[config.mk]
export PLATFORM = sky130hd
export DESIGN_NAME = touch_swipe_classifier_unit
export DESIGN_NICKNAME = d
export VERILOG_FILES = /design/src/rtl/core/tsc_pkg.sv /design/src/rtl/core/tsc_step.sv /design/src/rtl/core/touch_swipe_classifier_unit.sv
export SDC_FILE = /design/constraint.sdc
export NUM_CORES = 1
export LEC_CHECK = 0
export BUFFER_PORTS_ARGS = -buffer_cell sky130_fd_sc_hd__buf_2
export CORE_ASPECT_RATIO = 0.7
export CORE_MARGIN = 4
export CORE_UTILIZATION = 25
export DETAILED_ROUTE_END_ITERATION = 16
export SYNTH_ARGS = -nofsm -noshare
export SYNTH_HDL_FRONTEND = slang
export SYNTH_HIERARCHICAL = 1
export SYNTH_SLANG_ARGS = --single-unit
export TNS_END_PERCENT = 5
[constraint.sdc]
create_clock -name i_clk -period 6.64 [get_ports i_clk]
set_input_delay 1.66 -clock i_clk [delete_from_list [all_inputs] [get_ports i_clk]]
set_output_delay 1.66 -clock i_clk [all_outputs]
set_load 0.005 [all_outputs]
[src/rtl/core/tsc_pkg.sv]
// Shared types, codes and reset constants for the touch swipe classifier.
`timescale 1ns / 1ps

package tsc_pkg;

    localparam int COORD_BITS_DEF = 12;
    localparam int POS_W          = 12;
    localparam int TICK_W         = 32;
    localparam int OFF_W          = 16;
    localparam int FAST_W         = 16;
    localparam int THR_W          = 8;
    localparam int CFG_ADDR_W     = 1;
    localparam int CFG_DATA_W     = 16;
    localparam int IN_TDATA_W     = 64;
    localparam int OUT_TDATA_W    = 40;

    localparam logic [FAST_W-1:0] FAST_TIME_RESET = 16'd300;
    localparam logic [THR_W-1:0]  MOVE_THR_RESET  = 8'd5;

    typedef enum logic [CFG_ADDR_W-1:0] {
        REG_FAST_TIME = 1'd0,
        REG_MOVE_THR  = 1'd1
    } t_reg_idx;

    typedef enum logic [1:0] {
        OP_PRESS   = 2'd0,
        OP_MOVE    = 2'd1,
        OP_RELEASE = 2'd2
    } t_op;

    typedef enum logic [1:0] {
        LOCK_NONE  = 2'd0,
        LOCK_HORIZ = 2'd1,
        LOCK_DOWN  = 2'd2,
        LOCK_UP    = 2'd3
    } t_lock;

    typedef enum logic [1:0] {
        SIGN_RIGHT   = 2'd0,
        SIGN_LEFT    = 2'd1,
        SIGN_UNKNOWN = 2'd2
    } t_sign;

    typedef enum logic [1:0] {
        KIND_MOVE = 2'd0,
        KIND_FAST = 2'd1,
        KIND_SLOW = 2'd2
    } t_kind;

    typedef enum logic [1:0] {
        DIR_RIGHT = 2'd0,
        DIR_LEFT  = 2'd1,
        DIR_DOWN  = 2'd2,
        DIR_UP    = 2'd3
    } t_dir;

    typedef struct packed {
        t_lock lock;
        t_sign sign;
    } t_ctrl;

    typedef struct packed {
        logic [OFF_W-1:0] off_y;
        logic [OFF_W-1:0] off_x;
        t_dir             dir;
        t_kind            kind;
    } t_result;

endpackage

[src/rtl/core/tsc_step.sv]
// Combinational update of the gesture state and result for one touch item.
`timescale 1ns / 1ps

module tsc_step
    import tsc_pkg::*;
#(
    parameter int COORD_BITS = COORD_BITS_DEF
) (
    input  logic [1:0]            i_op,
    input  logic [POS_W-1:0]      i_pos_x,
    input  logic [POS_W-1:0]      i_pos_y,
    input  logic [TICK_W-1:0]     i_tick,
    input  logic [COORD_BITS-1:0] i_last_x,
    input  logic [COORD_BITS-1:0] i_last_y,
    input  logic [TICK_W-1:0]     i_press_tick,
    input  logic [OFF_W-1:0]      i_acc_x,
    input  logic [OFF_W-1:0]      i_acc_y,
    input  t_ctrl                 i_ctrl,
    input  logic [FAST_W-1:0]     i_fast_time,
    input  logic [THR_W-1:0]      i_move_thr,
    output logic [COORD_BITS-1:0] o_last_x,
    output logic [COORD_BITS-1:0] o_last_y,
    output logic [TICK_W-1:0]     o_press_tick,
    output logic [OFF_W-1:0]      o_acc_x,
    output logic [OFF_W-1:0]      o_acc_y,
    output t_ctrl                 o_ctrl,
    output logic                  o_has_result,
    output t_result               o_result
);

    logic [15:0]                w_px16;
    logic [15:0]                w_py16;
    logic [COORD_BITS-1:0]      w_px;
    logic [COORD_BITS-1:0]      w_py;
    logic signed [COORD_BITS:0] w_dx;
    logic signed [COORD_BITS:0] w_dy;
    logic [COORD_BITS:0]        w_mag_dx;
    logic [COORD_BITS:0]        w_mag_dy;
    logic [COORD_BITS:0]        w_thr;
    logic signed [OFF_W-1:0]    w_dx16;
    logic signed [OFF_W-1:0]    w_dy16;
    logic [TICK_W-1:0]          w_elapsed;
    logic                       w_fast;
    t_op                        w_op;

    assign w_px16   = {4'b0, i_pos_x};
    assign w_py16   = {4'b0, i_pos_y};
    assign w_px     = w_px16[COORD_BITS-1:0];
    assign w_py     = w_py16[COORD_BITS-1:0];
    assign w_dx     = $signed({1'b0, w_px}) - $signed({1'b0, i_last_x});
    assign w_dy     = $signed({1'b0, w_py}) - $signed({1'b0, i_last_y});
    assign w_mag_dx = w_dx[COORD_BITS] ? (COORD_BITS+1)'(-w_dx) : (COORD_BITS+1)'(w_dx);
    assign w_mag_dy = w_dy[COORD_BITS] ? (COORD_BITS+1)'(-w_dy) : (COORD_BITS+1)'(w_dy);
    assign w_thr    = (COORD_BITS+1)'(i_move_thr);
    assign w_dx16   = OFF_W'(w_dx);
    assign w_dy16   = OFF_W'(w_dy);
    assign w_elapsed = i_tick - i_press_tick;
    assign w_fast    = w_elapsed < TICK_W'(i_fast_time);
    assign w_op      = t_op'(i_op);

    always_comb begin
        o_last_x        = i_last_x;
        o_last_y        = i_last_y;
        o_press_tick    = i_press_tick;
        o_acc_x         = i_acc_x;
        o_acc_y         = i_acc_y;
        o_ctrl          = i_ctrl;
        o_has_result    = 1'b0;
        o_result.kind   = KIND_MOVE;
        o_result.dir    = DIR_RIGHT;
        o_result.off_x  = '0;
        o_result.off_y  = '0;
        unique case (w_op) inside
            OP_PRESS: begin
                o_last_x     = w_px;
                o_last_y     = w_py;
                o_press_tick = i_tick;
                o_acc_x      = '0;
                o_acc_y      = '0;
                o_ctrl.lock  = LOCK_NONE;
                o_ctrl.sign  = SIGN_UNKNOWN;
            end
            OP_MOVE, OP_RELEASE: begin
                o_last_x = w_px;
                o_last_y = w_py;
                o_acc_x  = i_acc_x + w_dx16;
                o_acc_y  = i_acc_y + w_dy16;
                if (w_dx > 0) begin
                    o_ctrl.sign = SIGN_RIGHT;
                end else if (w_dx < 0) begin
                    o_ctrl.sign = SIGN_LEFT;
                end
                if (w_op == OP_MOVE && i_ctrl.lock == LOCK_NONE) begin
                    if (w_mag_dx > w_mag_dy && w_mag_dx > w_thr) begin
                        o_ctrl.lock = LOCK_HORIZ;
                    end else if (w_mag_dy > w_mag_dx && w_mag_dy > w_thr) begin
                        o_ctrl.lock = w_dy[COORD_BITS] ? LOCK_UP : LOCK_DOWN;
                    end
                end
                o_has_result   = o_ctrl.lock != LOCK_NONE;
                o_result.off_x = o_acc_x;
                o_result.off_y = o_acc_y;
                if (w_op == OP_MOVE) begin
                    o_result.kind = KIND_MOVE;
                end else begin
                    o_result.kind = w_fast ? KIND_FAST : KIND_SLOW;
                end
                case (o_ctrl.lock)
                    LOCK_HORIZ: o_result.dir = (o_ctrl.sign == SIGN_RIGHT) ? DIR_RIGHT
                                                                            : DIR_LEFT;
                    LOCK_DOWN:  o_result.dir = DIR_DOWN;
                    default:    o_result.dir = DIR_UP;
                endcase
            end
            default: begin
                o_has_result = 1'b0;
            end
        endcase
    end

endmodule

[src/rtl/core/touch_swipe_classifier_unit.sv]
// Top level of the touch swipe classifier: stream ports, config registers, pipeline.
// Pipeline: 2 register stages, the input register and then the result register.
// Throughput: one item per cycle unless a result stalls and the held item gives one;
// each register holds one item, so input is taken while a result waits downstream.
// Press and unused op codes give no result and never stall.
// Reset (synchronous, active low): config to 300 and 5, gesture state cleared,
// both stages emptied.
`timescale 1ns / 1ps

module touch_swipe_classifier_unit
    import tsc_pkg::*;
#(
    parameter int COORD_BITS = COORD_BITS_DEF
) (
    input  logic                   i_clk,
    input  logic                   i_rst_n,
    input  logic                   i_cfg_we,
    input  logic [CFG_ADDR_W-1:0]  i_cfg_addr,
    input  logic [CFG_DATA_W-1:0]  i_cfg_wdata,
    input  logic                   i_s_axis_tvalid,
    output logic                   o_s_axis_tready,
    // op[1:0], pos_x[13:2], pos_y[25:14], tick[57:26], zero pad[63:58]
    input  logic [IN_TDATA_W-1:0]  i_s_axis_tdata,
    output logic                   o_m_axis_tvalid,
    input  logic                   i_m_axis_tready,
    // msg_kind[1:0], direction[3:2], disp_x[19:4], disp_y[35:20], zero pad[39:36]
    output logic [OUT_TDATA_W-1:0] o_m_axis_tdata
);

    logic [FAST_W-1:0]     r_fast_time;
    logic [THR_W-1:0]      r_move_thr;

    logic                  r_in_valid;
    logic [1:0]            r_in_op;
    logic [POS_W-1:0]      r_in_pos_x;
    logic [POS_W-1:0]      r_in_pos_y;
    logic [TICK_W-1:0]     r_in_tick;

    logic [COORD_BITS-1:0] r_last_x;
    logic [COORD_BITS-1:0] r_last_y;
    logic [TICK_W-1:0]     r_press_tick;
    logic [OFF_W-1:0]      r_acc_x;
    logic [OFF_W-1:0]      r_acc_y;
    t_ctrl                 r_ctrl;

    logic [COORD_BITS-1:0] n_last_x;
    logic [COORD_BITS-1:0] n_last_y;
    logic [TICK_W-1:0]     n_press_tick;
    logic [OFF_W-1:0]      n_acc_x;
    logic [OFF_W-1:0]      n_acc_y;
    t_ctrl                 n_ctrl;
    logic                  n_has_result;
    t_result               n_result;

    logic                  r_out_valid;
    t_result               r_out;

    logic                  w_out_free;
    logic                  w_advance;
    logic                  w_in_take;

    tsc_step #(
        .COORD_BITS (COORD_BITS)
    ) u_step (
        .i_op         (r_in_op),
        .i_pos_x      (r_in_pos_x),
        .i_pos_y      (r_in_pos_y),
        .i_tick       (r_in_tick),
        .i_last_x     (r_last_x),
        .i_last_y     (r_last_y),
        .i_press_tick (r_press_tick),
        .i_acc_x      (r_acc_x),
        .i_acc_y      (r_acc_y),
        .i_ctrl       (r_ctrl),
        .i_fast_time  (r_fast_time),
        .i_move_thr   (r_move_thr),
        .o_last_x     (n_last_x),
        .o_last_y     (n_last_y),
        .o_press_tick (n_press_tick),
        .o_acc_x      (n_acc_x),
        .o_acc_y      (n_acc_y),
        .o_ctrl       (n_ctrl),
        .o_has_result (n_has_result),
        .o_result     (n_result)
    );

    assign w_out_free      = !r_out_valid || i_m_axis_tready;
    assign w_advance       = r_in_valid && (w_out_free || !n_has_result);
    assign o_s_axis_tready = !r_in_valid || w_advance;
    assign w_in_take       = i_s_axis_tvalid && o_s_axis_tready;

    assign o_m_axis_tvalid = r_out_valid;
    assign o_m_axis_tdata  = {4'b0, r_out.off_y, r_out.off_x, r_out.dir, r_out.kind};

    always_ff @(posedge i_clk) begin
        if (!i_rst_n) begin
            r_fast_time <= FAST_TIME_RESET;
            r_move_thr  <= MOVE_THR_RESET;
        end else if (i_cfg_we) begin
            unique case (t_reg_idx'(i_cfg_addr))
                REG_FAST_TIME: r_fast_time <= i_cfg_wdata;
                REG_MOVE_THR:  r_move_thr  <= i_cfg_wdata[THR_W-1:0];
                default:       r_fast_time <= r_fast_time;
            endcase
        end
    end

    always_ff @(posedge i_clk) begin
        if (!i_rst_n) begin
            r_in_valid <= 1'b0;
        end else if (o_s_axis_tready) begin
            r_in_valid <= i_s_axis_tvalid;
        end
    end

    always_ff @(posedge i_clk) begin
        if (w_in_take) begin
            r_in_op    <= i_s_axis_tdata[1:0];
            r_in_pos_x <= i_s_axis_tdata[13:2];
            r_in_pos_y <= i_s_axis_tdata[25:14];
            r_in_tick  <= i_s_axis_tdata[57:26];
        end
    end

    always_ff @(posedge i_clk) begin
        if (!i_rst_n) begin
            r_last_x     <= '0;
            r_last_y     <= '0;
            r_press_tick <= '0;
            r_acc_x      <= '0;
            r_acc_y      <= '0;
            r_ctrl.lock  <= LOCK_NONE;
            r_ctrl.sign  <= SIGN_UNKNOWN;
        end else if (w_advance) begin
            r_last_x     <= n_last_x;
            r_last_y     <= n_last_y;
            r_press_tick <= n_press_tick;
            r_acc_x      <= n_acc_x;
            r_acc_y      <= n_acc_y;
            r_ctrl       <= n_ctrl;
        end
    end

    always_ff @(posedge i_clk) begin
        if (!i_rst_n) begin
            r_out_valid <= 1'b0;
        end else if (w_out_free) begin
            r_out_valid <= w_advance && n_has_result;
        end
    end

    always_ff @(posedge i_clk) begin
        if (w_out_free && w_advance && n_has_result) begin
            r_out <= n_result;
        end
    end

endmodule

==> results.md, run 1 <==
* CP arrival at between 5 and 6 ns
* Synth warn at 6
* Max Cap Viol at 0
* Post-synthesis mux area share at about 10%
* Nets at 2044
* WL/cell at around 15 um
* Detailed placement HPWL at a little under 30 mm
* Synth Cell Area at between 0.01 and 0.015 sq mm
* Wire length of the first global-routing pass at ~64 mm
* Dpl cells at 2582
* Post-Synth Simple-Gate Area at approximately 17%
* Cell area power density at roughly 240 mW/mm^2
* Grt ovf at 0
* Status: finished, violations left
* Final Critical Period at 6.84 ns
* Non-filler cells, final at approximately 2.6k
* Die W at between 300 and 400 um
* Area contributors post-synth: edfxtp_1 (19%), dfxtp_1 (16%), ha_1 (11%), nand2_1 (8.0%), mux2i_1 (6.6%)
* TritonCTS buffer count at 26
* Reg power frac at between 30% and 40%
* Max incr delay on CP at about 0.6 ns
* Synth cell types at 89
* Lkg Pwr at a little under 7 nW
* Top cell type's share of synthesized area at 18.9%
* # clock sinks at around 210
* Final GP Congestion at roughly 0.81
* DR iter-0 viols at between 600 and 700
* Async set or reset register ratio after synthesis at 0%
* Maximum root-to-sink buffer count at 3
* DRC Markers at 0
* Register area share after synthesis at a little over a third
* Fill cells at 6202
* CTS H-tree depth at 1
* Top cells by count, synth: nand2_1 (319), inv_1 (135), ha_1 (133), dfxtp_1 (118), mux2i_1 (98)
* Worst skew pair latency at roughly 0.55 ns
* Vias at 12.4k
* Clk pwr share at 34.7%
* # port buffers at between 100 and 150
* Hold Crit Class: flop to flop
* RSZ-0062 raised after global routing: true
* Largest family of logic cells by synthesized area: simple AND/OR/NAND/NOR gates
* CTS Root Cell: clkbuf_16
* Mapped Cells at between 1.5k and 2k
* Fin Hold WS at 0.456 ns
* Die area at 0.0638 sq mm
* CTS tree: yes
* GRT Util Overall at 12.2%
* Post-route clock period utilization at 103%
* Final setup margin at -0.202 ns
* Rel. slew slack at between 20% and 30%
* Mean Syn Cell Area at roughly 9 sq um
* Fmax at approximately 0.15 GHz
* Worst Tran Pin Value at between 1 and 1.5 ns
* Most used DFF post-synth: dfxtp_1
* Die span in y at around 210 um
* WS Path Type: flop to primary output
* VDD IR max at around 0.18 mV
* Footprint of the multi-input gates at around 0.0090 sq mm
* Synth Area in Compound Gates at ~16%
* Final core utilization at roughly 30%
* Combinational Power Share at 29.7%
* Critical path peak fanout at 4
* Worst Setup Start Kind: flop
* Pin count of the biggest net entering global routing at about 110
* Setup crit end kind: primary output
* Skew final at 0.0221 ns
* P_sw at approximately 1.3 mW
* Starting density of the core at 25.4%
* Ant diodes at 0
* DP Worst Slack at a little over 0.08 ns
* DRT Pass-1 Iters at 5
* Rows at 74
* Cell area after layout at 0.0175 sq mm
* Vias/cell at approximately 4.7
* Worst-path clk slew at approximately 0.060 ns
* Critical path's slowest cell: fa_2
* Vias in the first global route at about 12k
* Final setup vio count at 1
* Share of cells above drive strength 1 at ~17%
* I/O pin cnt at 128
* Number of flops mapped to enable cells by yosys at between 90 and 100
* CP cell instances: inv_1 -> ha_2 -> fa_2 -> ha_1 -> nand2_1 -> a21o_1 -> a21o_1 -> nor4_2 -> nor2_1 -> xnor2_1 -> ha_1 -> nand3_1 -> o21bai_1 -> a21boi_1 -> a311o_1 -> a31o_4 -> o41ai_4 -> nor2_1 -> a21oi_1 -> buf_4 -> and2_4 -> nand2_1 -> buf_2
* FF+latch area at 0.00518 sq mm
* Post-Synth XOR/XNOR Area at approximately 4.2%
* Core Area at between 0.05 and 0.06 sq mm
* Area Growth Syn to Fin at 17.5%
* Switching share of power at 31.9%
* Slew Limit Fails at 0
* Final wirelength at 39.9 mm
* Post-Synth Adder-Cell Area at a little under an eighth
* Placed cell areas at roughly 0.016 sq mm
* Final ANT Viol Nets at 0
* Final Hold Viols at 0
* Cell taking the most area after synthesis: edfxtp_1
* Flops & latches, synth at approximately 210
* P_int at about 2.8 mW
* Initial antenna violation count at 11
* Failing checks: negative setup slack
* Count leader, synth: nand2_1
* WP data required at ~5.0 ns
[per-layer routing]
layer | part of all wire (%) | vias to the layer above | track usage (%)
li1 | - | 6205 | -
met1 | 49 | 5892 | 16.7
met5 | 0.20 | - | 0
met4 | 2.0 | 12 | 2.72
met2 | 44 | 230 | 19.7
met3 | 5.2 | 67 | 2.80
[layout by cell type, fill, tap and decap left out, types with 39 or more instances in the layout]
cell,n
dfxtp_1,118
mux2_2,45
mux2i_1,98
a21o_1,42
ha_1,126
o21ai_0,85
a21oi_1,69
nand2_1,319
edfxtp_1,94
nor2_1,85
inv_1,134
xnor2_1,39
buf_2,117
[final cells by class]
class / instances / area share [%]
repair buffers: 159 / 5.41
flip-flops and latches: 212 / 29.6
multi-input cells: 1283 / 51.5
inverters: 138 / 2.95
clock inverters: 14 / 0.763
well taps: 798 / 5.69
clock buffers: 33 / 4.15
[cell families after synthesis]
| group | Yosys count |
|---|---|
| xor gates and xnor gates | 70 |
| adders and majority gates | 138 |
| DFF | 212 |
| other | 1 |
| AOI/OAI and AO/OA | 348 |
| muxes | 145 |
| and+or+nand+nor | 578 |
| buffers and inverters | 210 |
[metrics by stage]
step	total power, mW	TNS (ns)
floorplan	2.35	0
global placement	2.64	0
detailed placement	2.68	0
CTS	4.18	-0.211
global route	4.41	-0.505
finish	4.14	-0.202
[worst paths after layout]
kind	start	to	slack, ns	cells after the start
worst min-delay path	r_press_tick[22]	r_press_tick[22]	0.46	2
worst min register to register	r_press_tick[22]	r_press_tick[22]	0.46	2
worst max-delay path	r_in_pos_x[0]	o_s_axis_tready	-0.20	23
worst max register to register	r_in_pos_y[0]	r_in_pos_y[1]	0.89	28
[critical path, delay by kind of cell, from the launching register on]
family / cells / cell delay (ns)
AO/OA/AOI/OAI: 8 / 1.56
adder cells (fa/ha/maj): 4 / 1.27
AND/OR/NAND/NOR: 7 / 0.88
buffers and inverters: 3 / 0.35
flip-flops: 1 / 0.33
XOR/XNOR: 1 / 0.25
[what timing repair did]
item                       4_1_cts  5_1_grt
cloned                           1        0
pin swaps                       10        8
hold buffers                     0        0
setup endpoints to repair        1        1
buffers inserted                 4        3
resized for setup               24       13
[power groups by stage]
stage               registers (mW)  logic, mW  clock network (mW)
floorplan                     1.49      0.859                   0
global placement              1.50       1.13                   0
detailed placement            1.51       1.17                   0
CTS                           1.48       1.20                1.50
global route                  1.48       1.37                1.55
finish                        1.48       1.23                1.44
[state kept, by name, summed over array words and instances, names as in the netlist, 4 cells and up]
| signal | count |
|---|---|
| r_fast_time | 16 |
| r_acc_x | 16 |
| r_last_y | 12 |
| r_in_tick | 32 |
| r_move_thr | 8 |
| r_in_pos_y | 12 |
| r_in_pos_x | 12 |
| r_press_tick | 32 |
| o_m_axis_tdata | 36 |
| r_ctrl | 4 |
| r_acc_y | 16 |
| r_last_x | 12 |
Power figures use the tool's default switching activity.
==> run 2, diff against run 1 <==
==> constraint.sdc (replaced) <==
create_clock -name i_clk -period 6.64 [get_ports i_clk]
set_input_delay 1.66 -clock i_clk [delete_from_list [all_inputs] [get_ports i_clk]]
set_output_delay 1.66 -clock i_clk [all_outputs]
set_load 0.1 [all_outputs]
==> run 2 against run 1 <==
First-iteration DRC count up 8.7%. Largest cell class unchanged. Utilization grew 0.46 points. Final cell count up 0.64%. The flow still finishes with violations (negative setup slack). Combinational power grew 9.8%. Register-to-register slack better by 0.23 ns. Routed wire length is 0.31% higher. Sequential power about the same. Total power up 4.7%. Clock power rose by 5%. Flip-flop and latch count unchanged.
==> results.md, run 2 (same netlist as run 1, synthesis figures left out) <==
* Final ANT Viol Nets at 0 (unchanged)
* Post-route clock period utilization at 102% (-0.55 points)
* Max incr delay on CP at 0.33 ns (-0.26 ns)
* Slew Limit Fails at 0 (unchanged)
* DRT Pass-1 Iters at 5 (unchanged)
* I/O pin cnt at 128 (unchanged)
* GRT Util Overall at 12.2% (about the same)
* Internal reg-to-reg setup slack at 1.12 ns (+0.23 ns)
* Status: finished, violations left
* Nets at 2059 (+0.73%)
* Grt ovf at 0 (unchanged)
* Critical path's slowest cell: edfxtp_1
* Worst Setup Start Kind: flop
* Rows at 74 (unchanged)
* TritonCTS buffer count at 26 (unchanged)
* Hold Crit Class: flop to flop
* Area Growth Syn to Fin at 19.3%
* Die area at 0.0638 sq mm (unchanged)
* Starting density of the core at 25.4% (unchanged)
* Rel. slew slack at 27.4% (+4.5 points)
* Cell area power density at 243 mW/mm^2 (+3.1%)
* # port buffers at 117 (unchanged)
* Max FFs per register at 36 (unchanged)
* WS Path Type: flop to primary output
* Non-filler cells, final at 2654 (+0.64%)
* Final setup vio count at 1 (unchanged)
* Final GP Congestion at 0.817 (+0.44%)
* Fill cells at 6122 (-1.3%)
* Most frequent cells in the layout: nand2_1 (318), inv_1 (134), ha_1 (123)
* Worst-path clk slew at 0.06 ns (about the same)
* CTS Root Cell: clkbuf_16
* CTS H-tree depth at 1 (unchanged)
* DR iter-0 viols at 702 (+8.7%)
* FF+latch area at 0.00518 sq mm (unchanged)
* Core Area at 0.0587 sq mm (unchanged)
* Worst hold start: r_press_tick[16]
* Hold Path Cell Cnt at 2 (unchanged)
* Placed cell areas at 0.0165 sq mm (+0.47%)
* Worst Tran Pin Value at 1.09 ns (-0.0680 ns)
* Detailed placement HPWL at 29.5 mm (+0.62%)
* Vias in the first global route at 11.9k (-2.5%)
* Cell area after layout at 0.0178 sq mm (+1.6%)
* Final Critical Period at 6.81 ns (-0.0368 ns)
* Worst flop-to-flop path endpoint: r_acc_y[15]
* Wire length of the first global-routing pass at 63.5 mm (-0.59%)
* Lkg Pwr at 7.08 nW (+1.8%)
* CP cell instances: inv_2 -> ha_4 -> fa_2 -> nand2b_4 -> a21o_1 -> a211o_1 -> a211oi_2 -> buf_4 -> buf_6 -> a21oi_1 -> xnor2_2 -> ha_1 -> a21o_1 -> a21oi_2 -> a21boi_2 -> a311o_1 -> a31o_4 -> o41ai_4 -> nor2_1 -> a21oi_1 -> buf_4 -> and2_4 -> nand2_4 -> buf_12
* Pin count of the biggest net entering global routing at 123 (+8.8%)
* Die W at 300 um (unchanged)
* RSZ-0062 raised after global routing: true
* Commonest non-fill, non-tap cell in the layout: nand2_1
* R2r startpoint: r_in_pos_x[0]
* Final Hold Viols at 0 (unchanged)
* Worst Hold Path EP: r_press_tick[16]
* Final setup margin at -0.166 ns (+0.0368 ns)
* Share of cells above drive strength 1 at 18.4% (+1.3 points)
* DRC Markers at 0 (unchanged)
* VDD IR max at 0.187 mV (+6.5%)
* Vias/cell at 4.70 (-0.11%)
* Critical path peak fanout at 7 (+3)
* WP data required at 4.98 ns (about the same)
* Footprint of the multi-input gates at 0.00913 sq mm (+1.1%)
* Max Cap Viol at 0 (unchanged)
* Maximum root-to-sink buffer count at 3 (unchanged)
* Skew final at 0.0172 ns (-0.00499 ns)
* WL/cell at 15.1 um (-0.33%)
* Die span in y at 212 um (unchanged)
* Final wirelength at 40.0 mm (+0.31%)
* Initial antenna violation count at 15 (+4)
* Vias at 12.5k (+0.53%)
* Worst skew pair latency at 0.55 ns (about the same)
* Post-cts hold buffer count at 0 (unchanged)
* Failing checks: negative setup slack
* # clock sinks at 212 (unchanged)
* Worst r2r path cells at 28 (unchanged)
* Setup crit end kind: primary output
* CTS tree: yes
* Fmax at 0.147 GHz (+0.54%)
* Dpl cells at 2592 (+0.39%)
* CP arrival at 5.15 ns (-0.03 ns)
-- run 2: cell count changes in the layout (fill, tap and decap cells not counted), sizes merged --
cell,previous run,this run
clkinvlp,3,2
diode,0,1
inv,137,138
buf,159,174
clkinv,10,13
clkbuf,33,29
bufinv,2,4
-- run 2: layout make-up --
| cell class | count | area share (%) |
|---|---|---|
| antenna | 1 | 0.0140 |
| clock buffer | 29 | 3.89 |
| clock inverter | 19 | 1.24 |
| inverter | 138 | 2.91 |
| multi-input combinational | 1283 | 51.2 |
| sequential | 212 | 29.1 |
| tap | 798 | 5.60 |
| timing repair buffer | 174 | 6.01 |
-- run 2: repair_timing --
item	in CTS	in global routing
endpoints found under the setup margin	1	1
resized for setup	37	17
pin swaps	12	8
setup buffers	12	1
-- run 2: worst max path at each step --
stage                        from              end  slack, ns  depth (start not counted)
floorplan           r_in_pos_x[0]  o_s_axis_tready      -0.35                         23
global placement    r_in_pos_y[0]  o_s_axis_tready       0.06                         25
detailed placement  r_in_pos_x[0]  o_s_axis_tready       0.01                         25
CTS                 r_in_pos_x[0]  o_s_axis_tready      -0.19                         26
global route        r_in_pos_x[0]  o_s_axis_tready      -0.40                         25
finish              r_in_pos_y[0]  o_s_axis_tready      -0.17                         24
-- run 2: where the power goes --
part	switching [mW]	total, mW	internal (mW)
Clock	0.596	1.51	0.912
Combinational	0.793	1.35	0.559
Sequential	0.0382	1.48	1.44
Total	1.43	4.34	2.91
-- run 2: metrics by stage --
stage                     utilization (%)  hold WS [ns]  total power, mW  TNS, ns  worst slack (ns)
after detailed placement             28.2         0.448             2.76        0            0.0143
after global routing                 30.3         0.468             4.61   -0.404            -0.404
final                                30.4         0.457             4.34   -0.166            -0.166
after global placement               28.2         0.442             2.73        0            0.0610
after CTS                            30.2         0.458             4.37   -0.191            -0.191
after floorplan                         -         0.432             2.43   -0.352            -0.352
-- run 2: worst max-delay path: cells and delay by family, from the launching register on --
kind / cells / cell delay (ns)
fa+ha+maj: 3 / 0.78
flops: 1 / 0.33
xor+xnor: 1 / 0.27
buf+inv: 5 / 0.68
simple gates: 4 / 0.45
compound gates: 11 / 2.07
-- run 2: routing by layer --
layer | global-route usage [%] | up-vias | part of all wire (%)
li1 | - | 6260 | -
met4 | 2.45 | 18 | 2.0
met5 | 0 | - | 0.27
met3 | 2.94 | 60 | 5.4
met2 | 19.1 | 234 | 43
met1 | 17.2 | 5900 | 50
